$ cat src/design/pch_pkg.sv
// ----------------------------------------------------------------------------
// pch_pkg - shared types and constants for the pulse channel
// request codes, register indexes, flag bits, lookup tables
// ----------------------------------------------------------------------------
package pch_pkg;

  // request codes
  localparam logic [2:0] REQ_WRITE   = 3'd0;
  localparam logic [2:0] REQ_TIMER   = 3'd1;
  localparam logic [2:0] REQ_QUARTER = 3'd2;
  localparam logic [2:0] REQ_HALF    = 3'd3;
  localparam logic [2:0] REQ_ENABLE  = 3'd4;

  // channel register indexes
  localparam logic [1:0] REG_CTRL    = 2'd0;
  localparam logic [1:0] REG_SWEEP   = 2'd1;
  localparam logic [1:0] REG_TIMER_LO = 2'd2;
  localparam logic [1:0] REG_TIMER_HI = 2'd3;

  // mode flag bit positions
  localparam int unsigned MF_SWEEP_RELOAD = 0;
  localparam int unsigned MF_SWEEP_ON     = 1;
  localparam int unsigned MF_SWEEP_NEG    = 2;
  localparam int unsigned MF_LEN_ON       = 3;
  localparam int unsigned MF_ENV_ON       = 4;
  localparam int unsigned MF_ENV_LOOP     = 5;
  localparam int unsigned MF_ENV_START    = 6;

  // audible timer period range
  localparam logic [15:0] TIMER_MIN = 16'h0008;
  localparam logic [15:0] TIMER_MAX = 16'h07FF;

  localparam logic [3:0] ENV_FULL = 4'd15;

  // length counter load values
  localparam logic [7:0] LEN_LOAD [32] = '{
    8'd10,  8'd254, 8'd20, 8'd2,  8'd40, 8'd4,  8'd80, 8'd6,
    8'd160, 8'd8,   8'd60, 8'd10, 8'd14, 8'd12, 8'd26, 8'd14,
    8'd12,  8'd16,  8'd24, 8'd18, 8'd48, 8'd20, 8'd96, 8'd22,
    8'd192, 8'd24,  8'd72, 8'd26, 8'd16, 8'd28, 8'd32, 8'd30
  };

  // duty waveforms, bit n is sequencer step n
  localparam logic [7:0] DUTY_WAVE [4] = '{
    8'b0000_0010, 8'b0000_0110, 8'b0001_1110, 8'b1111_1001
  };

  typedef struct packed {
    logic [2:0] req_type;
    logic [1:0] reg_index;
    logic [7:0] write_data;
  } pch_cmd_t;

  typedef struct packed {
    logic [3:0] level;
    logic       length_nonzero;
  } pch_res_t;

endpackage

$ cat src/design/pch_req_if.sv
// ----------------------------------------------------------------------------
// pch_req_if - request channel
// valid/ready handshake carrying one channel request
// ----------------------------------------------------------------------------
interface pch_req_if;
  logic       valid;
  logic       ready;
  logic [2:0] req_type;
  logic [1:0] reg_index;
  logic [7:0] write_data;

  modport source (output valid, output req_type, output reg_index, output write_data,
                  input ready);
  modport sink   (input valid, input req_type, input reg_index, input write_data,
                  output ready);
endinterface

$ cat src/design/pch_res_if.sv
// ----------------------------------------------------------------------------
// pch_res_if - result channel
// valid/ready handshake carrying the channel level and length flag
// ----------------------------------------------------------------------------
interface pch_res_if;
  logic       valid;
  logic       ready;
  logic [3:0] level;
  logic       length_nonzero;

  modport source (output valid, output level, output length_nonzero, input ready);
  modport sink   (input valid, input level, input length_nonzero, output ready);
endinterface

$ cat src/design/pch_chan.sv
// ----------------------------------------------------------------------------
// pch_chan - channel state and update logic
// applies one request to the channel state, gives the level after it
// ----------------------------------------------------------------------------
module pch_chan import pch_pkg::*; (
  input  logic     clk,
  input  logic     rst_n,
  input  logic     step_en,
  input  pch_cmd_t cmd,
  input  logic     first_channel,
  output pch_res_t res
);

  logic        enabled_r, enabled_nxt;
  logic [1:0]  duty_mode_r, duty_mode_nxt;
  logic [3:0]  vol_r, vol_nxt;
  logic [6:0]  flags_r, flags_nxt;
  logic [2:0]  sw_shift_r, sw_shift_nxt;
  logic [3:0]  sw_period_r, sw_period_nxt;
  logic [3:0]  sw_count_r, sw_count_nxt;
  logic [15:0] tperiod_r, tperiod_nxt;
  logic [15:0] tcount_r, tcount_nxt;
  logic [2:0]  duty_step_r, duty_step_nxt;
  logic [3:0]  env_vol_r, env_vol_nxt;
  logic [3:0]  env_div_r, env_div_nxt;
  logic [7:0]  len_r, len_nxt;

  logic [15:0] sw_delta;
  logic [15:0] sw_target;
  logic        sw_apply;
  logic [7:0]  wave;

  // sweep target period, modulo 2^16
  always_comb begin
    sw_delta = tperiod_r >> sw_shift_r;
    if (flags_r[MF_SWEEP_NEG]) begin
      sw_target = tperiod_r - sw_delta - {15'd0, first_channel};
    end else begin
      sw_target = tperiod_r + sw_delta;
    end
  end

  always_comb begin
    enabled_nxt   = enabled_r;
    duty_mode_nxt = duty_mode_r;
    vol_nxt       = vol_r;
    flags_nxt     = flags_r;
    sw_shift_nxt  = sw_shift_r;
    sw_period_nxt = sw_period_r;
    sw_count_nxt  = sw_count_r;
    tperiod_nxt   = tperiod_r;
    tcount_nxt    = tcount_r;
    duty_step_nxt = duty_step_r;
    env_vol_nxt   = env_vol_r;
    env_div_nxt   = env_div_r;
    len_nxt       = len_r;
    sw_apply      = 1'b0;

    case (cmd.req_type)
      REQ_WRITE: begin
        case (cmd.reg_index)
          REG_CTRL: begin
            duty_mode_nxt           = cmd.write_data[7:6];
            vol_nxt                 = cmd.write_data[3:0];
            flags_nxt[MF_LEN_ON]    = ~cmd.write_data[5];
            flags_nxt[MF_ENV_LOOP]  = cmd.write_data[5];
            flags_nxt[MF_ENV_ON]    = ~cmd.write_data[4];
            flags_nxt[MF_ENV_START] = 1'b1;
          end
          REG_SWEEP: begin
            sw_shift_nxt               = cmd.write_data[2:0];
            sw_period_nxt              = {1'b0, cmd.write_data[6:4]} + 4'd1;
            flags_nxt[MF_SWEEP_ON]     = cmd.write_data[7];
            flags_nxt[MF_SWEEP_NEG]    = cmd.write_data[3];
            flags_nxt[MF_SWEEP_RELOAD] = 1'b1;
          end
          REG_TIMER_LO: begin
            tperiod_nxt = {tperiod_r[15:8], cmd.write_data};
          end
          default: begin
            len_nxt                 = LEN_LOAD[cmd.write_data[7:3]];
            tperiod_nxt             = {5'd0, cmd.write_data[2:0], tperiod_r[7:0]};
            flags_nxt[MF_ENV_START] = 1'b1;
            duty_step_nxt           = 3'd0;
          end
        endcase
      end
      REQ_TIMER: begin
        if (tcount_r == 16'd0) begin
          tcount_nxt    = tperiod_r;
          duty_step_nxt = duty_step_r + 3'd1;
        end else begin
          tcount_nxt = tcount_r - 16'd1;
        end
      end
      REQ_QUARTER: begin
        if (flags_r[MF_ENV_START]) begin
          env_vol_nxt             = ENV_FULL;
          env_div_nxt             = vol_r;
          flags_nxt[MF_ENV_START] = 1'b0;
        end else if (env_div_r != 4'd0) begin
          env_div_nxt = env_div_r - 4'd1;
        end else begin
          env_div_nxt = vol_r;
          if (env_vol_r != 4'd0) begin
            env_vol_nxt = env_vol_r - 4'd1;
          end else if (flags_r[MF_ENV_LOOP]) begin
            env_vol_nxt = ENV_FULL;
          end
        end
      end
      REQ_HALF: begin
        // length first, then sweep
        if (flags_r[MF_LEN_ON] && len_r != 8'd0) begin
          len_nxt = len_r - 8'd1;
        end
        if (flags_r[MF_SWEEP_RELOAD]) begin
          sw_apply                   = flags_r[MF_SWEEP_ON] && (sw_count_r == 4'd0);
          sw_count_nxt               = sw_period_r;
          flags_nxt[MF_SWEEP_RELOAD] = 1'b0;
        end else if (sw_count_r != 4'd0) begin
          sw_count_nxt = sw_count_r - 4'd1;
        end else begin
          sw_apply     = flags_r[MF_SWEEP_ON];
          sw_count_nxt = sw_period_r;
        end
        if (sw_apply) begin
          tperiod_nxt = sw_target;
        end
      end
      REQ_ENABLE: begin
        enabled_nxt = cmd.write_data[0];
        if (!cmd.write_data[0]) begin
          len_nxt = 8'd0;
        end
      end
      default: begin
      end
    endcase
  end

  // level after this request
  always_comb begin
    wave               = DUTY_WAVE[duty_mode_nxt];
    res.length_nonzero = (len_nxt != 8'd0);
    if (!enabled_nxt || len_nxt == 8'd0 || !wave[duty_step_nxt] ||
        tperiod_nxt < TIMER_MIN || tperiod_nxt > TIMER_MAX) begin
      res.level = 4'd0;
    end else if (flags_nxt[MF_ENV_ON]) begin
      res.level = env_vol_nxt;
    end else begin
      res.level = vol_nxt;
    end
  end

  always_ff @(posedge clk) begin
    if (!rst_n) begin
      enabled_r   <= 1'b0;
      duty_mode_r <= '0;
      vol_r       <= '0;
      flags_r     <= '0;
      sw_shift_r  <= '0;
      sw_period_r <= '0;
      sw_count_r  <= '0;
      tperiod_r   <= '0;
      tcount_r    <= '0;
      duty_step_r <= '0;
      env_vol_r   <= '0;
      env_div_r   <= '0;
      len_r       <= '0;
    end else if (step_en) begin
      enabled_r   <= enabled_nxt;
      duty_mode_r <= duty_mode_nxt;
      vol_r       <= vol_nxt;
      flags_r     <= flags_nxt;
      sw_shift_r  <= sw_shift_nxt;
      sw_period_r <= sw_period_nxt;
      sw_count_r  <= sw_count_nxt;
      tperiod_r   <= tperiod_nxt;
      tcount_r    <= tcount_nxt;
      duty_step_r <= duty_step_nxt;
      env_vol_r   <= env_vol_nxt;
      env_div_r   <= env_div_nxt;
      len_r       <= len_nxt;
    end
  end

endmodule

$ cat src/design/pulse_channel_envelope_sweep_core.sv
// ----------------------------------------------------------------------------
// pulse_channel_envelope_sweep_core - square-wave channel with envelope/sweep
// request register, channel update, result register
// ----------------------------------------------------------------------------
// path: a transferred request is held in the request register, then its result
//   is held in the result register until the result transfer
// throughput: one request per cycle; the request stalls only while a result
//   waits and the request register is also full
// reset: synchronous active-low rst_n clears the channel state and both
//   stage valids; first_channel returns to 1
// ----------------------------------------------------------------------------
module pulse_channel_envelope_sweep_core import pch_pkg::*; (
  input  logic          clk,
  input  logic          rst_n,
  pch_req_if.sink       in_ch,
  pch_res_if.source     out_ch,
  input  logic          cfg_we,
  input  logic          cfg_wdata
);

  // configuration: one's-complement negate select
  logic first_channel_r;

  // request register stage
  logic     req_valid_r;
  pch_cmd_t req_r;

  // result register stage
  logic     res_valid_r;
  pch_res_t res_r;

  pch_res_t res_nxt;
  logic     step_en;
  logic     in_xfer;

  // request moves on when the result slot is free or being drained
  assign step_en = req_valid_r && (!res_valid_r || out_ch.ready);

  // take a new request whenever the request register is empty or empties this cycle
  assign in_ch.ready = !req_valid_r || step_en;
  assign in_xfer     = in_ch.valid && in_ch.ready;

  always_ff @(posedge clk) begin
    if (!rst_n) begin
      first_channel_r <= 1'b1;
    end else if (cfg_we) begin
      first_channel_r <= cfg_wdata;
    end
  end

  always_ff @(posedge clk) begin
    if (!rst_n) begin
      req_valid_r <= 1'b0;
    end else if (in_xfer) begin
      req_valid_r <= 1'b1;
    end else if (step_en) begin
      req_valid_r <= 1'b0;
    end
  end

  // payload registers need no reset
  always_ff @(posedge clk) begin
    if (in_xfer) begin
      req_r.req_type   <= in_ch.req_type;
      req_r.reg_index  <= in_ch.reg_index;
      req_r.write_data <= in_ch.write_data;
    end
  end

  // channel state update and level computed from the updated state
  pch_chan u_chan (
    .clk           (clk),
    .rst_n         (rst_n),
    .step_en       (step_en),
    .cmd           (req_r),
    .first_channel (first_channel_r),
    .res           (res_nxt)
  );

  always_ff @(posedge clk) begin
    if (!rst_n) begin
      res_valid_r <= 1'b0;
    end else if (step_en) begin
      res_valid_r <= 1'b1;
    end else if (out_ch.ready) begin
      res_valid_r <= 1'b0;
    end
  end

  always_ff @(posedge clk) begin
    if (step_en) begin
      res_r <= res_nxt;
    end
  end

  assign out_ch.valid          = res_valid_r;
  assign out_ch.level          = res_r.level;
  assign out_ch.length_nonzero = res_r.length_nonzero;

endmodule
$ cat src/flat_wrapper.sv
// flat-port wrapper written by rule: the top's interface ports become plain ports
module pulse_channel_envelope_sweep_core_flat import pch_pkg::*;
  (clk, rst_n, cfg_we, cfg_wdata, in_ch_valid, in_ch_req_type, in_ch_reg_index, in_ch_write_data, in_ch_ready, out_ch_valid, out_ch_level, out_ch_length_nonzero, out_ch_ready);
  pch_req_if in_ch_i ();
  pch_res_if out_ch_i ();
  input  logic clk;
  input  logic rst_n;
  input  logic cfg_we;
  input  logic cfg_wdata;
  input wire logic [$bits(in_ch_i.valid)-1:0] in_ch_valid;
  input wire logic [$bits(in_ch_i.req_type)-1:0] in_ch_req_type;
  input wire logic [$bits(in_ch_i.reg_index)-1:0] in_ch_reg_index;
  input wire logic [$bits(in_ch_i.write_data)-1:0] in_ch_write_data;
  output wire logic [$bits(in_ch_i.ready)-1:0] in_ch_ready;
  output wire logic [$bits(out_ch_i.valid)-1:0] out_ch_valid;
  output wire logic [$bits(out_ch_i.level)-1:0] out_ch_level;
  output wire logic [$bits(out_ch_i.length_nonzero)-1:0] out_ch_length_nonzero;
  input wire logic [$bits(out_ch_i.ready)-1:0] out_ch_ready;
  assign in_ch_i.valid = in_ch_valid;
  assign in_ch_i.req_type = in_ch_req_type;
  assign in_ch_i.reg_index = in_ch_reg_index;
  assign in_ch_i.write_data = in_ch_write_data;
  assign in_ch_ready = in_ch_i.ready;
  assign out_ch_valid = out_ch_i.valid;
  assign out_ch_level = out_ch_i.level;
  assign out_ch_length_nonzero = out_ch_i.length_nonzero;
  assign out_ch_i.ready = out_ch_ready;
  pulse_channel_envelope_sweep_core u_core (.clk(clk), .rst_n(rst_n), .in_ch(in_ch_i), .out_ch(out_ch_i), .cfg_we(cfg_we), .cfg_wdata(cfg_wdata));
endmodule
$ cat config.mk
export PLATFORM = sky130hd
export DESIGN_NAME = pulse_channel_envelope_sweep_core_flat
export DESIGN_NICKNAME = d
export VERILOG_FILES = /design/src/design/pch_pkg.sv /design/src/design/pch_req_if.sv /design/src/design/pch_res_if.sv /design/src/design/pch_chan.sv /design/src/design/pulse_channel_envelope_sweep_core.sv /design/src/flat_wrapper.sv
export SDC_FILE = /design/constraint.sdc
export NUM_CORES = 1
export LEC_CHECK = 0
export BUFFER_PORTS_ARGS = -buffer_cell sky130_fd_sc_hd__clkbuf_2
export CAP_MARGIN = 20
export CORE_ASPECT_RATIO = 0.6
export CORE_MARGIN = 2
export CORE_UTILIZATION = 39
export DETAILED_ROUTE_END_ITERATION = 10
export GPL_ROUTABILITY_DRIVEN = 0
export PLACE_DENSITY = 0.63
export RECOVER_POWER = 100
export SYNTH_ARGS = -nofsm -noshare
export SYNTH_HDL_FRONTEND = slang
export SYNTH_SLANG_ARGS = --single-unit
export TNS_END_PERCENT = 10
$ cat constraint.sdc
create_clock -name clk -period 5.9 [get_ports clk]
set_input_delay 1.18 -clock clk [delete_from_list [all_inputs] [get_ports clk]]
set_output_delay 1.18 -clock clk [all_outputs]
set_load 0.005 [all_outputs]
==> qor.txt, run 1 <==
Worst IR drop on VDD: 0.157 mV
Pwr dens: 212 nW/µm²
Worst-case hold slack: 461 ps
Pre-antenna DRT Iters: 6
WP data required: 5980 ps
Total Wirelength: 24700 µm
Worst Path Max Fanout: 30
Routed WL per cell: 18.4 µm
Slowest stage delay, CP: 980 ps
Worst-Skew Late Latency: 360 ps
Seq/Total Area, Yosys: 26.1%
Worst hold path class: register to register
Crit Path Category: register to register
Core ar.: 20200 µm²
Period utilization: 90.8%
Number of enable flip-flop cells after synthesis: 18
Root Buffer: clkbuf_16
Final net count: 1145
# rows: 40
Critical path launch point type: register
Synth async-reset ratio: 0%
Clock-pin slew on the worst setup and hold paths: 70 ps
Routed Antenna Nets: 0
Seq cells post-synth: 97
H-tree depth: 3
CTS tree: yes
RSZ-0062 raised after global routing: false
Die X: 190 µm
Global route overflow: 0
Mapped Cells: 1070
Slowest library cell on the worst path: dfxtp_1
Detailed Place HPWL: 18800 µm
Final Skew: 10.0 ps
CP cell instances: mux2i_1, mux2i_1, a21oi_1, inv_1, ha_1, a211o_1, a311oi_1, nor3b_2, o41ai_1, xnor2_1, a222oi_1, o21ai_0, nor4_1, nor4_1
Mean number of vias per cell: 5.94
Top cell type's share of synthesized area: 19.4%
Via count: 7949
Initial antenna violation count: 2
Fin. max-slew vios: 64
Static leakage: 3.28 nW
Drt drc: 0
Global-route wire length before repair: 39100 µm
Tot GR Track Use: 22.8%
Max-slew headroom: -13.3%
Final setup violation count: 0
Crit. End Element: register
I/O pin total: 26
Fill count: 2105
Syn nets: 1154
Failing checks: capacitance limit, slew limit
Final hold vios: 0
Layout cells sized above 1: 7.13%
Ant diodes: 0
Min Tclk post-route: 5360 ps
IO Port Bufs: 25
Die Area: 22100 µm²
Mean Syn Cell Area: 7.60 µm²
Worst Max-Slew Pin Slew: 1700 ps
Max Freq: 0.187 GHz
Top cells by area, synth: dfxtp_1 (19%), ha_1 (9.5%), edfxtp_1 (6.6%)
Placed Cells: 1323
Vias in the first global route: 6894
Post-synth cell types: 90
Area leader, netlist: dfxtp_1
Setup tns final: 0 ps
Top FF cell, synth: dfxtp_1
Ys Warns: 0
Iteration-0 DRC Markers: 828
CTS resizes: 0
Inserted Clock Buffers: 9
CTS sink count: 97
Crit path DAT: 5430 ps
Post-CTS Hold Buffers: 0
Outcome: finished with violations
Die H: 116 µm
Post-CTS Setup Bufs: 0
Max-Cap Viols: 2
Final Instance Count excl. Fillers: 1339
Cell area after synthesis: 8140 µm²
Top cells by count, synth: nor2_1 (123), nand2_1 (107), a21oi_1 (94)
Largest net degree at the start of global routing: 41
Clock Path Buffers: 2
Count leader, synth: nor2_1
Starting Density: 40.2%
Layout area overhead: 6.92%
layout make-up:
class	instances	area [µm²]	share of cell area [%]
Multi-Input combinational cell	840	5470	62.9
Sequential cell	97	2120	24.4
Tap cell	273	342	3.93
Inverter	82	308	3.54
Clock buffer	10	229	2.63
Timing Repair Buffer	31	149	1.71
Clock inverter	6	82.6	0.949
per-layer routing:
metal | routed length (µm) | share of wire [%] | vias up | global-route usage, %
met5 | 13 | 0.053 | - | 0
met4 | 155 | 0.63 | 2 | 3.67
met3 | 2890 | 12 | 22 | 7.72
met2 | 8840 | 36 | 340 | 28.9
met1 | 12800 | 52 | 3718 | 36.1
li1 | - | - | 3867 | -
state kept, by name (all words and copies together), names as in the netlist, 2 cells and up:
register	count
u_core.u_chan.flags_r	7
u_core.u_chan.sw_shift_r	3
u_core.u_chan.sw_period_r	4
u_core.u_chan.duty_step_r	3
u_core.out_ch.level	4
u_core.u_chan.duty_mode_r	2
u_core.u_chan.env_vol_r	4
u_core.u_chan.tcount_r	16
u_core.u_chan.env_div_r	4
u_core.req_r	13
u_core.u_chan.sw_count_r	4
u_core.u_chan.tperiod_r	16
u_core.u_chan.vol_r	4
u_core.u_chan.len_r	8
power by group:
part | switching, mW | leakage, nW | internal [mW]
Clock | 0.266 | 0.152 | 0.370
Sequential | 0.0466 | 0.817 | 0.695
Combinational | 0.291 | 2.31 | 0.179
critical path, delay by kind of cell (launching register included):
family / cells / cell delay (ps)
compound gates: 6 / 1730
flops: 1 / 980
xor+xnor: 1 / 140
mux: 2 / 470
simple gates: 3 / 1320
fa+ha+maj: 1 / 310
buf+inv: 1 / 130
cells by family (layout without fill, tap and decap cells):
| kind of cell | after synthesis | in the layout | share of synthesized area (%) |
|---|---|---|---|
| mux | 30 | 30 | 3.95 |
| simple gates | 401 | 401 | 24.3 |
| compound gates | 322 | 322 | 26.6 |
| buf+inv | 133 | 129 | 6.49 |
| xor+xnor | 22 | 22 | 2.37 |
| fa+ha+maj | 65 | 65 | 10.3 |
| flops | 97 | 97 | 26.1 |
metrics by stage:
stage | setup slack (ps) | utilization (%) | total power, mW | instance area, µm²
global route | 256 | 43.0 | 1.94 | 8700
global placement | 895 | 41.7 | 1.21 | 8430
floorplan | 1620 | - | 1.09 | 8140
CTS | 794 | 43.2 | 1.85 | 8740
finish | 542 | 43.0 | 1.85 | 8700
detailed placement | 817 | 41.7 | 1.21 | 8430
cell usage in the layout (no fill, tap or decap), types with 5 or more instances in the layout:
cell type / instances
nand2_1: 107
o2111ai_1: 6
nand3b_1: 5
a21oi_1: 94
inv_1: 81
dfxtp_1: 79
ha_1: 62
or2_2: 11
nand3_1: 25
o31a_1: 7
o31ai_1: 11
a22oi_1: 11
nor4_1: 16
xnor2_1: 20
a221oi_1: 7
clkbuf_16: 9
mux2i_1: 22
clkbuf_2: 17
nand2b_1: 22
nor2b_1: 14
mux2_2: 7
nor3_1: 32
edfxtp_1: 18
or3_1: 7
nor2_1: 123
a211oi_1: 32
o22ai_1: 15
o211ai_1: 7
clkbuf_1: 12
a31oi_1: 12
o221ai_1: 5
o21ai_0: 59
final timing paths:
check,cells past startpoint,to,slack [ps],from
max reg2reg,14,u_core.out_ch.level[3]$_SDFFCE_PP0P_,540,u_core.u_chan.sw_shift_r[1]$_SDFFE_PN0P_
max,14,u_core.out_ch.level[3]$_SDFFCE_PP0P_,540,u_core.u_chan.sw_shift_r[1]$_SDFFE_PN0P_
min,2,u_core.u_chan.duty_mode_r[0]$_SDFFE_PN0P_,460,u_core.u_chan.duty_mode_r[0]$_SDFFE_PN0P_
min reg2reg,2,u_core.u_chan.duty_mode_r[0]$_SDFFE_PN0P_,460,u_core.u_chan.duty_mode_r[0]$_SDFFE_PN0P_
No activity file was read; power rests on OpenSTA's default activity.
==> run 2: changes to the inputs <==
--- a/config.mk
+++ b/config.mk
@@ -10,6 +10,7 @@
 export CORE_ASPECT_RATIO = 0.6
 export CORE_MARGIN = 2
 export CORE_UTILIZATION = 39
+export CTS_BUF_LIST = sky130_fd_sc_hd__clkbuf_16
 export DETAILED_ROUTE_END_ITERATION = 10
 export GPL_ROUTABILITY_DRIVEN = 0
 export PLACE_DENSITY = 0.63
==> qor.txt, run 2 (same netlist as run 1, synthesis figures left out) <==
Outcome: finished with violations
Failing checks: capacitance limit, slew limit
Global route overflow: 0 (unchanged)
CTS tree: yes
Die H: 116 µm (unchanged)
Final setup violation count: 0 (unchanged)
Psw: 604 µW (+0.11%)
# rows: 40 (unchanged)
Hold Crit Depth: 2 (unchanged)
Register area: 2120 µm² (unchanged)
Fin. max-slew vios: 64 (unchanged)
Post-CTS Setup Bufs: 0 (unchanged)
Final Instance Count excl. Fillers: 1339 (unchanged)
Min Tclk post-route: 5350 ps (-8.28 ps)
Die X: 190 µm (unchanged)
H-tree depth: 3 (unchanged)
Root Buffer: clkbuf_16
Ant diodes: 0 (unchanged)
CP cell instances: mux2i_1, mux2i_1, a21oi_1, inv_1, ha_1, a211o_1, a311oi_1, nor3b_2, o41ai_1, xnor2_1, a222oi_1, o21ai_0, nor4_1, nor4_1
Final net count: 1145 (unchanged)
Worst-Skew Late Latency: 360 ps (about the same)
Worst Max-Slew Pin Slew: 1700 ps (-0.881 ps)
Combinational share of power: 25.4% (about the same)
Pwr dens: 212 nW/µm² (about the same)
Critical path launch point type: register
Post-DP Area: 8430 µm² (unchanged)
Slowest stage delay, CP: 970 ps (about the same)
Crit. End Element: register
Global-route wire length before repair: 39100 µm (unchanged)
Iteration-0 DRC Markers: 826 (-0.24%)
Detailed Place HPWL: 18800 µm (unchanged)
Final hold vios: 0 (unchanged)
Worst Path Max Fanout: 30 (unchanged)
Total Wirelength: 24700 µm (+0.11%)
Sw frac: 32.7% (+0.056 points)
Final Skew: 9.96 ps (-0.0487 ps)
Post-CTS Hold Buffers: 0 (unchanged)
Setup tns final: 0 ps (unchanged)
Commonest cells after routing, fill and taps aside: nor2_1 (123), nand2_1 (107), a21oi_1 (94)
Clock Power Share: 34.4% (about the same)
Starting Density: 40.2% (unchanged)
Core ar.: 20200 µm² (unchanged)
Largest regs: u_core.u_chan.tcount_r x16, u_core.u_chan.tperiod_r x16, u_core.req_r x13
Layout area overhead: 6.92% (unchanged)
Max Freq: 0.187 GHz (+0.15%)
Initial antenna violation count: 2 (unchanged)
Period utilization: 90.7% (-0.14 points)
Layout cells sized above 1: 7.13% (unchanged)
WP data required: 5980 ps (about the same)
Post-Route Utilization: 43.0% (unchanged)
Placed Cells: 1323 (unchanged)
Clock-pin slew on the worst setup and hold paths: 70 ps (about the same)
Register share of total power: 40.2% (about the same)
I/O pin total: 26 (unchanged)
Inserted Clock Buffers: 9 (unchanged)
Via count: 7966 (+0.21%)
Drt drc: 0 (unchanged)
Multi-input logic area: 5470 µm² (unchanged)
CTS resizes: 0 (unchanged)
Worst hold path class: register to register
Max-Cap Viols: 2 (unchanged)
R2R depth: 14 (unchanged)
Static leakage: 3.28 nW (+0.13%)
CTS sink count: 97 (unchanged)
Mean number of vias per cell: 5.95 (+0.21%)
IO Port Bufs: 25 (unchanged)
Crit Path Category: register to register
Max-slew headroom: -13.3% (+0.059 points)
Die Area: 22100 µm² (unchanged)
Routed Antenna Nets: 0 (unchanged)
Slowest library cell on the worst path: dfxtp_1
Vias in the first global route: 6894 (unchanged)
Final instance area: 8700 µm² (unchanged)
RSZ-0062 raised after global routing: false
Clock Path Buffers: 2 (unchanged)
Most common cell after layout, fill and taps aside: nor2_1
Pre-antenna DRT Iters: 6 (unchanged)
Worst IR drop on VDD: 0.158 mV (+0.30%)
Fill count: 2105 (unchanged)
Cell internal pwr: 1.24 mW (-0.14%)
Crit path DAT: 5430 ps (about the same)
Routed WL per cell: 18.5 µm (+0.11%)
Tot GR Track Use: 22.8% (unchanged)
Largest net degree at the start of global routing: 41 (unchanged)
[run 2: cell count changes in the layout (fill, tap and decap cells not counted), sizes merged]
cell / previous run / this run
inv: 81 / 82
clkbuf: 38 / 37
[run 2: area by class of cell]
type	count	share of cell area, %
Inverter	82	3.54
Tap cell	273	3.93
Clock buffer	9	2.59
Sequential cell	97	24.4
Timing Repair Buffer	31	1.71
Clock inverter	7	0.992
Multi-Input combinational cell	840	62.9
[run 2: critical path, delay by kind of cell (launching register included)]
family | cells | cell delay [ps]
adder cells (fa/ha/maj) | 1 | 310
flip-flops | 1 | 970
AND/OR/NAND/NOR | 3 | 1320
buffers and inverters | 1 | 130
XOR/XNOR | 1 | 140
AO/OA/AOI/OAI | 6 | 1720
multiplexers | 2 | 460
[run 2: metal layers]
layer	global-route usage (%)	vias to the layer above	wire, µm
li1	-	3868	-
met1	36.1	3736	12600
met2	28.9	338	8890
met3	7.72	22	3040
met4	3.67	2	151
met5	0	-	13
[run 2: stage by stage]
stage	total power [mW]	hold slack, ps	worst slack [ps]
2_1_floorplan	1.09	429	1620
3_3_place_gp	1.21	449	895
3_5_place_dp	1.21	453	817
4_1_cts	1.85	463	794
5_1_grt	1.93	483	256
6_report	1.85	461	550
[run 2: path summary, 6_finish.rpt]
| check | startpoint | end | slack [ps] |
|---|---|---|---|
| setup reg to reg | u_core.u_chan.sw_shift_r[1]$_SDFFE_PN0P_ | u_core.out_ch.level[3]$_SDFFCE_PP0P_ | 550 |
| hold reg to reg | u_core.u_chan.duty_mode_r[0]$_SDFFE_PN0P_ | u_core.u_chan.duty_mode_r[0]$_SDFFE_PN0P_ | 460 |
| hold / removal | u_core.u_chan.duty_mode_r[0]$_SDFFE_PN0P_ | u_core.u_chan.duty_mode_r[0]$_SDFFE_PN0P_ | 460 |
| setup / recovery | u_core.u_chan.sw_shift_r[1]$_SDFFE_PN0P_ | u_core.out_ch.level[3]$_SDFFCE_PP0P_ | 550 |
[run 2: power by group through the flow]
stage | clock network [mW] | logic (mW) | registers [mW]
floorplan | 0 | 0.364 | 0.727
CTS | 0.649 | 0.463 | 0.739
global placement | 0 | 0.459 | 0.754
finish | 0.635 | 0.470 | 0.742
detailed placement | 0 | 0.459 | 0.754
global route | 0.673 | 0.517 | 0.745
==> run 3: changes to the inputs <==
--- a/config.mk
+++ b/config.mk
@@ -9,11 +9,11 @@
 export CAP_MARGIN = 20
 export CORE_ASPECT_RATIO = 0.6
 export CORE_MARGIN = 2
-export CORE_UTILIZATION = 39
+export CORE_UTILIZATION = 50
 export CTS_BUF_LIST = sky130_fd_sc_hd__clkbuf_16
 export DETAILED_ROUTE_END_ITERATION = 10
 export GPL_ROUTABILITY_DRIVEN = 0
-export PLACE_DENSITY = 0.63
+export PLACE_DENSITY = 0.75
 export RECOVER_POWER = 100
 export SYNTH_ARGS = -nofsm -noshare
 export SYNTH_HDL_FRONTEND = slang
==> qor.txt, run 3 (same netlist as run 1, synthesis figures left out) <==
H-tree depth: 3 (unchanged)
Crit. End Element: register
Final setup violation count: 0 (unchanged)
Mean number of vias per cell: 6.34 (+6.5%)
Outcome: finished with violations
Psw: 614 µW (+1.6%)
Critical path launch point type: register
# rows: 36 (-10%)
Die H: 103 µm (-11%)
Period utilization: 89.8% (-0.91 points)
Global route overflow: 0 (unchanged)
Setup tns final: 0 ps (unchanged)
Pre-antenna DRT Iters: 5 (-1)
Global-route wire length before repair: 38700 µm (-0.97%)
Cell internal pwr: 1.16 mW (-6.6%)
Die Area: 17300 µm² (-21%)
Drt drc: 0 (unchanged)
Worst Max-Slew Pin Slew: 1900 ps (+204 ps)
Via count: 8085 (+1.5%)
Clock Path Buffers: 2 (unchanged)
Failing checks: capacitance limit, slew limit
Max-slew headroom: -26.9% (-14 points)
Clock-pin slew on the worst setup and hold paths: 70 ps (about the same)
Max-Cap Viols: 2 (unchanged)
Final hold vios: 0 (unchanged)
Inserted Clock Buffers: 9 (unchanged)
Root Buffer: clkbuf_16
Die X: 169 µm (-11%)
Post-DP Area: 8360 µm² (-0.86%)
Static leakage: 3.27 nW (-0.44%)
Placed Cells: 1260 (-4.8%)
Pre-CTS setup slack: 894 ps (+76.9 ps)
Worst IR drop on VDD: 0.140 mV (-11%)
Final net count: 1146 (+0.087%)
Final Instance Count excl. Fillers: 1276 (-4.7%)
Pwr dens: 207 nW/µm² (-2.6%)
Tot GR Track Use: 28.2% (+5.4 points)
Pwr Total: 1.77 mW (-3.9%)
Most common cell after layout, fill and taps aside: nor2_1
Worst Path Max Fanout: 30 (unchanged)
CTS tree: yes
Setup ws final: 604 ps (+53.7 ps)
Initial antenna violation count: 0 (-2)
Routed WL per cell: 19.0 µm (+2.8%)
Iteration-0 DRC Markers: 1034 (+25%)
Combinational share of power: 26.9% (+1.5 points)
Starting Density: 50.6% (+10 points)
CTS sink count: 97 (unchanged)
Commonest cells after routing, fill and taps aside: nor2_1 (123), nand2_1 (107), a21oi_1 (95)
Clock Power Share: 31.4% (-3.0 points)
Crit path DAT: 5370 ps (-60 ps)
Layout area overhead: 5.55%
Ant diodes: 0 (unchanged)
WP data required: 5970 ps (about the same)
Fin. max-slew vios: 94 (+47%)
Post-CTS Setup Bufs: 0 (unchanged)
Vias in the first global route: 7180 (+4.1%)
Slowest library cell on the worst path: dfxtp_1
CP cell instances: mux2i_1, mux2i_1, a21oi_1, inv_1, ha_1, a211o_1, a311oi_1, nor3b_2, o41ai_1, xnor2_1, a222oi_1, o21ai_0, nor4_1, nor4_1
Detailed Place HPWL: 18100 µm (-3.9%)
Routed Antenna Nets: 0 (unchanged)
Slowest stage delay, CP: 1000 ps (+30 ps)
Worst hold path class: register to register
Total Wirelength: 24200 µm (-2.1%)
Largest regs: u_core.u_chan.tcount_r x16, u_core.u_chan.tperiod_r x16, u_core.req_r x13
IO Port Bufs: 25 (unchanged)
RSZ-0062 raised after global routing: false
Core ar.: 16100 µm² (-20%)
I/O pin total: 26 (unchanged)
Post-CTS Hold Buffers: 0 (unchanged)
Layout cells sized above 1: 7.31% (+0.18 points)
CTS resizes: 0 (unchanged)
Final instance area: 8590 µm² (-1.3%)
Max Freq: 0.189 GHz (+1.0%)
Crit Path Category: register to register
Worst-Skew Late Latency: 350 ps (about the same)
Register share of total power: 41.6% (+1.4 points)
Fill count: 1556 (-26%)
Final Skew: 7.42 ps (-2.54 ps)
Sw frac: 34.6% (+1.9 points)
Min Tclk post-route: 5300 ps (-53.7 ps)
Largest net degree at the start of global routing: 52 (+27%)
==> run 3: power groups by stage <==
stage,logic (mW),clock network (mW),registers [mW]
after floorplan,0.364,0,0.727
after global placement,0.459,0,0.751
after detailed placement,0.462,0,0.751
after CTS,0.465,0.569,0.736
after global routing,0.522,0.590,0.741
final,0.478,0.558,0.739
==> run 3: through the flow <==
stage                     hold WS [ps]  util [%]
after detailed placement           447      52.0
after floorplan                    429         -
after global routing               476      53.4
after CTS                          457      53.6
final                              456      53.4
after global placement             446      52.0
==> run 3: final timing paths <==
check / from / to / slack [ps] / depth (start not counted)
max: u_core.u_chan.sw_shift_r[1]$_SDFFE_PN0P_ / u_core.out_ch.level[0]$_SDFFCE_PP0P_ / 600 / 14
min reg2reg: u_core.u_chan.duty_mode_r[1]$_SDFFE_PN0P_ / u_core.u_chan.duty_mode_r[1]$_SDFFE_PN0P_ / 460 / 2
max reg2reg: u_core.u_chan.sw_shift_r[1]$_SDFFE_PN0P_ / u_core.out_ch.level[0]$_SDFFCE_PP0P_ / 600 / 14
min: u_core.u_chan.duty_mode_r[1]$_SDFFE_PN0P_ / u_core.u_chan.duty_mode_r[1]$_SDFFE_PN0P_ / 460 / 2
==> run 3: final cells by class <==
class | count | area (µm²) | area share [%]
Multi-Input combinational cell | 840 | 5470 | 63.7
Sequential cell | 97 | 2120 | 24.7
Inverter | 82 | 308 | 3.58
Tap cell | 209 | 262 | 3.04
Clock buffer | 9 | 225 | 2.62
Timing Repair Buffer | 32 | 158 | 1.84
Clock inverter | 7 | 45.0 | 0.524
==> run 3: worst max-delay path: cells and delay by family, from the launching register on <==
| kind | cells | cell delay [ps] |
|---|---|---|
| compound gates | 6 | 1750 |
| xor+xnor | 1 | 150 |
| fa+ha+maj | 1 | 310 |
| flops | 1 | 1000 |
| simple gates | 3 | 1210 |
| mux | 2 | 460 |
| buf+inv | 1 | 130 |
==> run 3: layer usage <==
metal / GRT usage [%] / routed length (µm) / share of wire (%) / vias to the layer above
met1: 42.5 / 11900 / 49 / 3800
met3: 9.75 / 2880 / 12 / 32
met2: 37.7 / 9130 / 38 / 394
met5: 0 / 0 / 0 / -
li1: - / - / - / 3859
met4: 6.90 / 325 / 1.3 / 0
